$ cat config.mk
export PLATFORM = sky130hd
export DESIGN_NAME = tt800_random_word_generator_top
export DESIGN_NICKNAME = d
export VERILOG_FILES = /design/src/rtl/tt800_pkg.sv /design/src/rtl/tt800_ram.sv /design/src/rtl/tt800_random_word_generator_top.sv
export SDC_FILE = /design/constraint.sdc
export NUM_CORES = 2
export LEC_CHECK = 0
export BUFFER_PORTS_ARGS = -buffer_cell sky130_fd_sc_hd__buf_2
export CAP_MARGIN = 20
export CORE_ASPECT_RATIO = 2
export CORE_MARGIN = 5
export CORE_UTILIZATION = 50
export CTS_CLUSTER_SIZE = 30
export DETAILED_ROUTE_END_ITERATION = 6
export PLACE_DENSITY = 0.66
export REMOVE_ABC_BUFFERS = 1
export SYNTH_ARGS = -nofsm -noshare
export SYNTH_HDL_FRONTEND = slang
export SYNTH_SLANG_ARGS = --single-unit
$ cat constraint.sdc
create_clock -name clk -period 5.18 [get_ports clk]
set_input_delay 1.036 -clock clk [delete_from_list [all_inputs] [get_ports clk]]
set_output_delay 1.036 -clock clk [all_outputs]
set_load 0.05 [all_outputs]
$ cat src/rtl/tt800_pkg.sv
// Shared types, constants and word functions of the TT800 word generator.
// Used by tt800_random_word_generator_top; depends on nothing.
package tt800_pkg;

  localparam int STATE_WORDS = 25;
  localparam int TAP_OFFSET  = 7;
  localparam int WORD_W      = 32;
  localparam int IDX_W       = 5;

  typedef logic [WORD_W-1:0] word_t;
  typedef logic [IDX_W-1:0]  idx_t;

  localparam word_t TWIST_VECTOR = 32'h8ebf_d028;
  localparam word_t TEMPER_B     = 32'h2b5b_2500;
  localparam word_t TEMPER_C     = 32'hdb8b_0000;

  localparam logic CMD_LOAD = 1'b0;
  localparam logic CMD_GEN  = 1'b1;

  typedef enum logic [1:0] {
    ST_IDLE,
    ST_READ,
    ST_TWIST,
    ST_TWIST_LAST
  } fsm_t;

  function automatic idx_t tap_index(input idx_t idx);
    logic [IDX_W:0] sum;
    sum = {1'b0, idx} + (IDX_W + 1)'(TAP_OFFSET);
    if (sum >= (IDX_W + 1)'(STATE_WORDS)) begin
      sum = sum - (IDX_W + 1)'(STATE_WORDS);
    end
    return sum[IDX_W-1:0];
  endfunction

  function automatic word_t twist(input word_t cur, input word_t tap);
    word_t v;
    v = tap ^ (cur >> 1);
    if (cur[0]) begin
      v = v ^ TWIST_VECTOR;
    end
    return v;
  endfunction

  function automatic word_t temper(input word_t y_in);
    word_t y;
    y = y_in;
    y = y ^ ((y << 7) & TEMPER_B);
    y = y ^ ((y << 15) & TEMPER_C);
    y = y ^ (y >> 16);
    return y;
  endfunction

endpackage

$ cat src/rtl/tt800_ram.sv
// Generic single-write, single-read RAM with a registered read port.
// Stand-alone; instantiated twice by the generator top level.
module tt800_ram #(
  parameter int WIDTH  = 32,
  parameter int DEPTH  = 25,
  parameter int ADDR_W = $clog2(DEPTH)
) (
  input  logic              clk,
  input  logic              we,
  input  logic [ADDR_W-1:0] waddr,
  input  logic [WIDTH-1:0]  wdata,
  input  logic [ADDR_W-1:0] raddr,
  output logic [WIDTH-1:0]  rdata
);

  logic [WIDTH-1:0] mem [DEPTH];

  always_ff @(posedge clk) begin
    if (we) begin
      mem[waddr] <= wdata;
    end
    rdata <= mem[raddr];
  end

endmodule

$ cat src/rtl/tt800_random_word_generator_top.sv
// Top level of the TT800 twisted GFSR word generator: control, two RAM copies.
// Depends on tt800_pkg and tt800_ram.
//
//   channel  signals                         direction  meaning
//   in       in_valid/in_ready, cmd,          input      load a seed word or request a word
//            seed_index, seed_value
//   out      out_valid/out_ready, random_word output     one tempered word per request
//
// A request reads the state RAM, then tempers the word into the output register.
// From the 26th request on, every 25th request first regenerates the store, one word
// per cycle through the two RAM copies. Reset clears the valid bits at once, so the
// store reads as zeros. A waiting result does not block the next input transfer; a
// second result waits in the read step until the output register is free.
module tt800_random_word_generator_top (
  input  logic               clk,
  input  logic               rst,
  input  logic               in_valid,
  output logic               in_ready,
  input  logic               cmd,
  input  tt800_pkg::idx_t    seed_index,
  input  tt800_pkg::word_t   seed_value,
  output logic               out_valid,
  input  logic               out_ready,
  output tt800_pkg::word_t   random_word
);

  import tt800_pkg::*;

  fsm_t                   state;
  fsm_t                   state_next;
  idx_t                   pos;
  idx_t                   cnt;
  idx_t                   wr_idx;
  logic                   wr_pending;
  logic [STATE_WORDS-1:0] valid_bits;
  logic                   rd_ok_a;
  logic                   rd_ok_b;
  idx_t                   rd_addr_a;
  idx_t                   rd_addr_b;
  logic                   ram_we;
  idx_t                   ram_waddr;
  word_t                  ram_wdata;
  word_t                  q_a;
  word_t                  q_b;
  word_t                  word_a;
  word_t                  word_b;
  word_t                  twisted;
  logic                   pos_at_end;
  logic                   out_load;

  tt800_ram #(.WIDTH(WORD_W), .DEPTH(STATE_WORDS)) u_ram_a (
    .clk   (clk),
    .we    (ram_we),
    .waddr (ram_waddr),
    .wdata (ram_wdata),
    .raddr (rd_addr_a),
    .rdata (q_a)
  );

  tt800_ram #(.WIDTH(WORD_W), .DEPTH(STATE_WORDS)) u_ram_b (
    .clk   (clk),
    .we    (ram_we),
    .waddr (ram_waddr),
    .wdata (ram_wdata),
    .raddr (rd_addr_b),
    .rdata (q_b)
  );

  assign word_a     = rd_ok_a ? q_a : '0;
  assign word_b     = rd_ok_b ? q_b : '0;
  assign twisted    = twist(word_a, word_b);
  assign pos_at_end = (pos >= IDX_W'(STATE_WORDS));
  assign out_load   = (state == ST_READ) && (!out_valid || out_ready);

  always_comb begin
    state_next = state;
    unique case (state)
      ST_IDLE: begin
        if (in_valid && (cmd == CMD_GEN)) begin
          state_next = pos_at_end ? ST_TWIST : ST_READ;
        end
      end
      ST_READ: begin
        if (out_load) begin
          state_next = ST_IDLE;
        end
      end
      ST_TWIST: begin
        if (cnt == IDX_W'(STATE_WORDS - 1)) begin
          state_next = ST_TWIST_LAST;
        end
      end
      ST_TWIST_LAST: begin
        state_next = ST_READ;
      end
      default: begin
        state_next = ST_IDLE;
      end
    endcase
  end

  always_comb begin
    in_ready  = 1'b0;
    rd_addr_a = '0;
    rd_addr_b = '0;
    ram_we    = 1'b0;
    ram_waddr = wr_idx;
    ram_wdata = twisted;
    unique case (state)
      ST_IDLE: begin
        in_ready  = 1'b1;
        rd_addr_a = pos_at_end ? '0 : pos;
        ram_we    = in_valid && (cmd == CMD_LOAD) && (seed_index < IDX_W'(STATE_WORDS));
        ram_waddr = seed_index;
        ram_wdata = seed_value;
      end
      ST_READ: begin
        rd_addr_a = pos;
      end
      ST_TWIST: begin
        rd_addr_a = cnt;
        rd_addr_b = tap_index(cnt);
        ram_we    = wr_pending;
      end
      ST_TWIST_LAST: begin
        ram_we = 1'b1;
      end
      default: begin
        in_ready = 1'b0;
      end
    endcase
  end

  always_ff @(posedge clk) begin
    if (rst) begin
      state      <= ST_IDLE;
      pos        <= '0;
      cnt        <= '0;
      wr_pending <= 1'b0;
      valid_bits <= '0;
      out_valid  <= 1'b0;
    end else begin
      state      <= state_next;
      wr_pending <= (state == ST_TWIST);
      if (ram_we) begin
        valid_bits[ram_waddr] <= 1'b1;
      end
      if (state == ST_TWIST) begin
        cnt <= cnt + 1'b1;
      end else begin
        cnt <= '0;
      end
      if (state == ST_TWIST_LAST) begin
        pos <= '0;
      end else if (out_load) begin
        pos <= pos + 1'b1;
      end
      out_valid <= out_load || (out_valid && !out_ready);
    end
  end

  always_ff @(posedge clk) begin
    rd_ok_a <= valid_bits[rd_addr_a];
    rd_ok_b <= valid_bits[rd_addr_b];
    wr_idx  <= cnt;
    if (out_load) begin
      random_word <= temper(word_a);
    end
  end

  a_pos_range: assert property (@(posedge clk) disable iff (rst)
    pos <= IDX_W'(STATE_WORDS))
    else $error("Read position passed the end of the store.");

  a_twist_no_overlap: assert property (@(posedge clk) disable iff (rst)
    (state == ST_TWIST && wr_pending) |->
      (wr_idx != cnt && wr_idx != tap_index(cnt)))
    else $error("Twist write hits an address being read.");

  a_twist_fills: assert property (@(posedge clk) disable iff (rst)
    (state == ST_TWIST_LAST) |=> ((&valid_bits) && pos == '0 && state == ST_READ))
    else $error("Regeneration did not rewrite the whole store.");

  a_out_from_read: assert property (@(posedge clk) disable iff (rst)
    (out_valid && !$past(out_valid)) |-> ($past(state) == ST_READ))
    else $error("Result appeared without a read step.");

endmodule
## Yosys cells after proc, flatten, opt, wreduce, memory -nomap -nowiden

Memory sizes are Yosys's and may differ from the RTL's. A register that Yosys moved wholly into a read port is not among the register bits.
Cells that the tools add are included.

- Input port bits: 42
- Memory bits (writable): 1600
- Word-level logic and storage cells: 76
- Flip-flop bits (word level): 78
- Output and inout bits: 34
- Memories: 2
- ROM bits: 0
- Latch bits: 0

Memories:

| name | depth | width | read ports | clocked after Yosys merged registers in | wr ports | line | source |
|---|---|---|---|---|---|---|---|
| u_ram_a.mem | 25 | 32 | 1 | 1 | 1 | tt800_ram.sv:16 | `logic [WIDTH-1:0] mem [DEPTH];` |
| u_ram_b.mem | 25 | 32 | 1 | 1 | 1 | tt800_ram.sv:16 |  |

- Reductions and logical operators: 14
- Bitwise operators: 8
- Magnitude comparators: 7
- Eq/ne operators: 7
- Mux-type cells: 24
- Shift operators: 0
- Add/sub/neg operators: 4
- Multipliers: 0
- Divide/modulo/power cells: 0

Operators by type and width:

| operator | count |
|---|---|
| 32-bit 2-to-1 mux | 4 |
| 32-bit by 16-bit bitwise XOR with 32-bit output | 1 |
| 32-bit by 30-bit bitwise XOR with 32-bit output | 1 |
| 32-bit by 31-bit bitwise XOR with 32-bit output | 1 |
| 32-bit bitwise XOR | 1 |
| 25-bit bitwise OR | 1 |
| 5-bit 2-to-1 mux | 4 |
| 5-bit by 6-bit < comparator with 1-bit output (second input constant) | 3 |
| 16-bit inverter | 1 |
| 5-bit case mux with 3 select lines | 1 |
| 5-bit by 1-bit adder with 5-bit output (second input constant) | 2 |
| 1-bit binary-select mux with 5-bit select | 2 |
| 2-bit 2-to-1 mux | 4 |
| 2-bit case mux with 4 select lines | 1 |
| 5-bit by 3-bit adder with 6-bit output (second input constant) | 1 |
| 6-bit by 5-bit greater-or-equal comparator with 1-bit output (second input constant) | 1 |
| 1-bit logical AND | 6 |
| 1-bit 2-to-1 mux | 6 |
| 2-bit != test (second input constant) | 3 |
| 1-bit demux with 5-bit select | 1 |
| 5-bit equality test (second input constant) | 1 |
| 5-bit by 1-bit greater-or-equal comparator with 1-bit output (second input constant) | 1 |
| 5-bit greater-or-equal comparator (second input constant) | 1 |
| 5-bit < comparator (second input constant) | 1 |
| 10 further kinds | 15 |

## Depth between registers and ports, before layout

- Depth after elaboration: 7
- Mapped depth: 16
- Gate-level depth less buffers: 10

## By module

A second synthesis with hierarchy kept.

- Cells, all modules: 3342
- Area total of the unflattened synthesis: 67237.0 µm²

Modules (own cells, without submodules):

| module | seq. area each (µm²) | cells an instance | times used | area each (µm²) |
|---|---|---|---|---|
| tt800_ram | 24663.7 | 1364 | 2 | 30991.0 |
| tt800_random_word_generator_top | 1881.8 | 614 | 1 | 5255.0 |

## Least setup slack after synthesis

OpenSTA, ideal clock, no wires.

- Path kind: input -> register
- From: input port seed_index[1]
- To: memory u_ram_b.mem[24][0] (enable)
- Setup time: 463 ps
- Stages on the path: 5
- Required time: 4717 ps
- Path slack: 511 ps
- Arrival time: 4206 ps
- Path buffers: 0
- Cell sequence: o311ai_0 > nand3_1 > a21oi_1 > o21ai_1 > nor3_1

- Cells in the longest elaborated chain, start to end: 5
- Elaborated cells between the ends (all ways): 6
- Those cells by class: order compare (1); mux (4); reduce/logical (1)

Ends and longest elaborated chain:

| element | line | source |
|---|---|---|
| start, declared | tt800_random_word_generator_top.sv:20 | `input tt800_pkg::idx_t seed_index,` |
| 5-bit < comparator | tt800_random_word_generator_top.sv:113 | `ram_we = in_valid && (cmd == CMD_LOAD) && (seed_index < IDX_W'(STATE_WORDS));` |
| 1-bit logical AND | tt800_random_word_generator_top.sv:113 |  |
| 1-bit case mux with 3 select lines | tt800_random_word_generator_top.sv:109 | `unique case (state)` |
| 1-bit 2-to-1 mux | tt800_ram.sv:19 | `if (we) begin` |
| 1-bit 2-to-1 mux (not written as such) | tt800_ram.sv:20 | `mem[waddr] <= wdata;` |
| end, declared | tt800_ram.sv:16 |  |

Several ways; a longest one is shown, not always the timed one.

## Worst setup path in the final report

- From: register cnt[0]
- To: register u_ram_b.rdata[2] (read register of u_ram_b.mem)

- Cells in the longest elaborated chain, start to end: 4
- Elaborated cells between the ends (all ways): 5
- Those cells by class: add/sub (2); order compare (1); mux (2)

Ends and longest elaborated chain:

| element | line | source |
|---|---|---|
| start, declared | tt800_random_word_generator_top.sv:32 | `idx_t cnt;` |
| start signal, assigned | tt800_random_word_generator_top.sv:149 | `cnt <= cnt + 1'b1;` |
| 5-bit by 3-bit adder with 6-bit output * | tt800_pkg.sv:29 | `sum = {1'b0, idx} + (IDX_W + 1)'(TAP_OFFSET);` |
| 5-bit subtractor or 6-bit by 5-bit greater-or-equal comparator with 1-bit output (tied branches) | tt800_pkg.sv:31, tt800_pkg.sv:30 |  |
| 5-bit 2-to-1 mux * | tt800_pkg.sv:30 | `if (sum >= (IDX_W + 1)'(STATE_WORDS)) begin` |
| 5-bit 2-to-1 mux * | tt800_random_word_generator_top.sv:109 |  |
| end, declared | tt800_ram.sv:13 | `output logic [WIDTH-1:0] rdata` |

Mark *: on every way between the ends. The rest lies on a longest branch, timed or not.
A chain may end at the register's enable or synchronous reset.

==> impl_metrics.prom <==
# TYPE chip_impl_metric gauge
chip_impl_metric{name="cts-resized-gates",unit=""} 0
chip_impl_metric{name="post_cts_setup_buffers",unit=""} 0
chip_impl_metric{name="area_of_the_die",unit="um2"} 94600
chip_impl_metric{name="fp.coreArea",unit="um2"} 87900
chip_impl_metric{name="detail_route.wirelength",unit="um"} 167000
chip_impl_metric{name="max-vdd-ir-drop",unit="uV"} 230
chip_impl_metric{name="maxCapViolCount",unit=""} 0
chip_impl_info{name="critical_path_end_type",value="flip-flop"} 1
chip_impl_metric{name="grt_overflow_total",unit=""} 0
chip_impl_info{name="tritoncts",value="built"} 1
chip_impl_metric{name="finalCoreUtilization",unit="%"} 55.9
chip_impl_info{name="worst_path_cell_chain",value="inv_1, ha_1, or4b_1, nand4b_2, nor4_1, or3_2, buf_4, nor2_2, a32oi_1, a22oi_1"} 1
chip_impl_metric{name="vias",unit=""} 35600
chip_impl_metric{name="worstSkewPairLatency",unit="ps"} 680
chip_impl_metric{name="grt_antenna_before_repair",unit=""} 3
chip_impl_metric{name="first_global_vias",unit=""} 34300
chip_impl_metric{name="layout_cell_share_with_drive_strength_beyond_1",unit="%"} 11.3
chip_impl_metric{name="fillerInstances",unit=""} 7373
chip_impl_metric{name="placement_rows",unit=""} 154
chip_impl_info{name="outcome",value="complete, no violations"} 1
chip_impl_metric{name="place_hpwl",unit="um"} 98300
chip_impl_metric{name="vias_per_cell",unit=""} 6.85
chip_impl_metric{name="synth.yosys.warnings",unit=""} 0
chip_impl_info{name="unrepaired_setup_endpoints_after_global_routing",value="false"} 1
chip_impl_info{name="slowest_stage_cell_on_the_critical_path",value="nor2_2"} 1
chip_impl_metric{name="hold_buffers",unit=""} 0
chip_impl_metric{name="syn-mean-instance-area",unit="um2"} 11.2
chip_impl_metric{name="clk_pin_slew",unit="ps"} 70
chip_impl_metric{name="top_level_ports",unit=""} 76
chip_impl_metric{name="synth.lib_cells_used.distinct",unit=""} 79
chip_impl_metric{name="detail_route.first_pass.iterations",unit=""} 7
chip_impl_info{name="start_kind",value="flip-flop"} 1
chip_impl_info{name="regToRegStartpoint",value="cnt[0]"} 1
chip_impl_info{name="worst_hold_startpoint",value="valid_bits[12]"} 1
chip_impl_metric{name="hold-worst-slack",unit="ps"} 503
chip_impl_metric{name="finalWeightedCongestion",unit=""} 0.932
chip_impl_metric{name="maxClockFrequency",unit="MHz"} 220
chip_impl_metric{name="tritoncts.num_buffers",unit=""} 80
chip_impl_metric{name="static-leakage-power",unit="nW"} 17.2
chip_impl_metric{name="worst_path_largest_cell_delay",unit="ps"} 790
chip_impl_metric{name="cts_sinks",unit=""} 942
chip_impl_metric{name="critPathMaxFanout",unit=""} 38
chip_impl_metric{name="io_buffer_count",unit=""} 75
chip_impl_metric{name="initial_core_util",unit="%"} 50.2
chip_impl_metric{name="wire_length_of_the_first_global_routing_pass",unit="um"} 236000
chip_impl_metric{name="drt-initial-drc-count",unit=""} 5882
chip_impl_info{name="synthTopCellsByArea",value="edfxtp_1 (57%), nand2_1 (8.4%), mux2i_1 (5.1%), dfxtp_1 (5.0%), a21oi_1 (3.1%)"} 1
chip_impl_info{name="synthTopCellsByCount",value="nand2_1 (986), edfxtp_1 (832), a21oi_1 (272), mux2i_1 (223), nand3_1 (202)"} 1
chip_impl_metric{name="power.density",unit="nW/um2"} 330
chip_impl_metric{name="largest_net_degree_at_the_start_of_global_routing",unit=""} 141
chip_impl_metric{name="drt.antenna.violating_nets",unit=""} 0
chip_impl_metric{name="synthDominantCellAreaShare",unit="%"} 56.7
chip_impl_metric{name="layout_worst_path_cycle_share",unit="%"} 87.6
chip_impl_metric{name="die_height",unit="um"} 430
chip_impl_metric{name="totalNegativeSetupSlack",unit="ps"} 0
chip_impl_metric{name="synth_edf_count",unit=""} 832
chip_impl_info{name="critPathLaunch",value="cnt[0]"} 1
chip_impl_metric{name="clock_path_buffers",unit=""} 3
chip_impl_info{name="postSynth.topFlopCell",value="edfxtp_1"} 1
chip_impl_metric{name="drcViolationCount",unit=""} 0
chip_impl_metric{name="worstPathRequired",unit="ps"} 5770
chip_impl_metric{name="synth_seq_cells",unit=""} 942
chip_impl_metric{name="yosysSeqAreaShare",unit="%"} 61.6
chip_impl_metric{name="mappedNetlistArea",unit="um2"} 44100
chip_impl_metric{name="final_net_count",unit=""} 4005
chip_impl_metric{name="asyncSetResetFlopFracSynth",unit="%"} 0
chip_impl_info{name="cts_root_buf",value="clkbuf_16"} 1
chip_impl_metric{name="htreeDepth",unit=""} 3
chip_impl_info{name="synth.most_common_cell",value="nand2_1"} 1
chip_impl_metric{name="timing.final.hold_violations",unit=""} 0
chip_impl_metric{name="routed_wire_length_per_instance",unit="um"} 32.2
chip_impl_metric{name="post-layout-total-power",unit="mW"} 16.2
chip_impl_metric{name="worst_pin_slew",unit="ps"} 1260
chip_impl_metric{name="final_period_minus_worst_setup_slack",unit="ps"} 4540
chip_impl_metric{name="postSynthCellCount",unit=""} 3946
chip_impl_info{name="crit_type",value="flip-flop to flip-flop"} 1
chip_impl_metric{name="arrival",unit="ps"} 5130
chip_impl_info{name="timing.hold.worst.class",value="flip-flop to flip-flop"} 1
chip_impl_info{name="netlist.top_cell.by_area",value="edfxtp_1"} 1
chip_impl_metric{name="width_of_the_die",unit="um"} 220
chip_impl_metric{name="timing.final.max_slew_violations",unit=""} 0
chip_impl_metric{name="setup_violations",unit=""} 0
chip_impl_metric{name="groute.usage.overall",unit="%"} 34.5
chip_impl_metric{name="timing.slew.headroom",unit="%"} 16.1
chip_impl_metric{name="area_growth_syn_to_layout",unit="%"} 11.4
chip_impl_metric{name="worst_clock_skew",unit="ps"} 21.4
[per-layer routing]
layer	vias to the layer above	wire (um)	GRT usage (%)
met5	-	0	0
li1	14800	-	-
met1	17200	53600	40.2
met2	2768	78200	55.7
met4	0	15800	25.2
met3	841	19800	7.41
[state kept, by name, indices dropped and copies added (netlist names)]
signal	cells
out_valid	1
valid_bits	25
pos	5
state	2
wr_idx	5
u_ram_b.mem	768
u_ram_b.rdata	32
rd_ok_a	1
random_word	32
u_ram_a.mem	32
cnt	5
u_ram_a.rdata	32
rd_ok_b	1
wr_pending	1
[final timing paths]
kind | cells past startpoint | to | slack (ps)
worst min register to register | 2 | valid_bits[12] | 500
worst max register to register | 10 | u_ram_b.rdata[2] | 640
worst min-delay path | 2 | valid_bits[12] | 500
worst max-delay path | 10 | u_ram_b.rdata[2] | 640
[cell type report]
type / instances / area, um2 / share of cell area, %
clock inverter: 47 / 452 / 0.920
antenna: 3 / 7.51 / 0.0153
multi-input combinational: 2694 / 15900 / 32.3
inverter: 9 / 33.8 / 0.0688
sequential: 942 / 27200 / 55.4
tap: 1170 / 1460 / 2.98
clock buffer: 100 / 2180 / 4.44
timing repair buffer: 229 / 1930 / 3.93
[placed cells by master, fill, tap and decap left out, types with 8 or more instances in the layout]
cell	Yosys	layout
and3_1	36	35
o32ai_1	13	13
nor2_2	8	8
nor2_1	126	98
a32oi_1	52	50
nand3_1	202	202
buf_4	14	121
o221ai_1	135	135
and2_1	22	21
mux2i_1	223	223
nor2_4	1	29
nor4_1	34	34
buf_2	113	75
dfxtp_1	110	108
clkinv_1	2	14
a22oi_1	28	26
nand4_1	10	10
a221oi_1	30	30
o32a_1	13	13
bufinv_16	0	8
o22ai_1	37	37
nor3_1	31	29
clkinv_2	0	16
o211ai_1	17	17
o21ai_0	97	77
edfxtp_1	832	832
xor2_1	37	37
mux2_2	18	18
clkbuf_1	120	13
nand2_1	986	982
o21ai_1	15	29
xnor2_1	58	58
buf_12	1	31
a31oi_1	96	96
clkbuf_16	0	83
a21oi_1	272	269
[report_power, final]
part           internal [mW]  switching, mW
logic                  0.379           1.06
clock network           3.40           2.84
registers               8.45          0.106
[cells by family (layout without fill, tap and decap cells)]
| group | count (synthesis) | in the layout | share of synthesized area, % |
|---|---|---|---|
| adders and majority gates | 7 | 7 | 0.199 |
| and+or+nand+nor | 1489 | 1489 | 14.3 |
| buffers and inverters | 310 | 385 | 3.36 |
| AOI/OAI and AO/OA | 860 | 860 | 13.0 |
| muxes | 242 | 242 | 5.55 |
| DFF | 942 | 942 | 61.6 |
| xor gates and xnor gates | 96 | 96 | 1.95 |
| other | 0 | 3 | 0 |
[worst max-delay path: cells and delay by family, from the launching register on]
kind / cells / cell delay [ps]
AO/OA/AOI/OAI: 2 / 460
adder cells (fa/ha/maj): 1 / 360
buffers and inverters: 2 / 620
flip-flops: 1 / 770
AND/OR/NAND/NOR: 5 / 2200
[metrics by stage]
| step | instance area (um2) | setup slack [ps] | cells |
|---|---|---|---|
| 2_1_floorplan | 42700 | -13680 | 3645 |
| 3_3_place_gp | 46400 | 937 | 5042 |
| 3_5_place_dp | 46500 | 843 | 5043 |
| 4_1_cts | 49100 | 806 | 5190 |
| 5_1_grt | 49100 | 543 | 5193 |
| 6_report | 49100 | 642 | 5194 |
No activity file was read; power rests on OpenSTA's default activity.
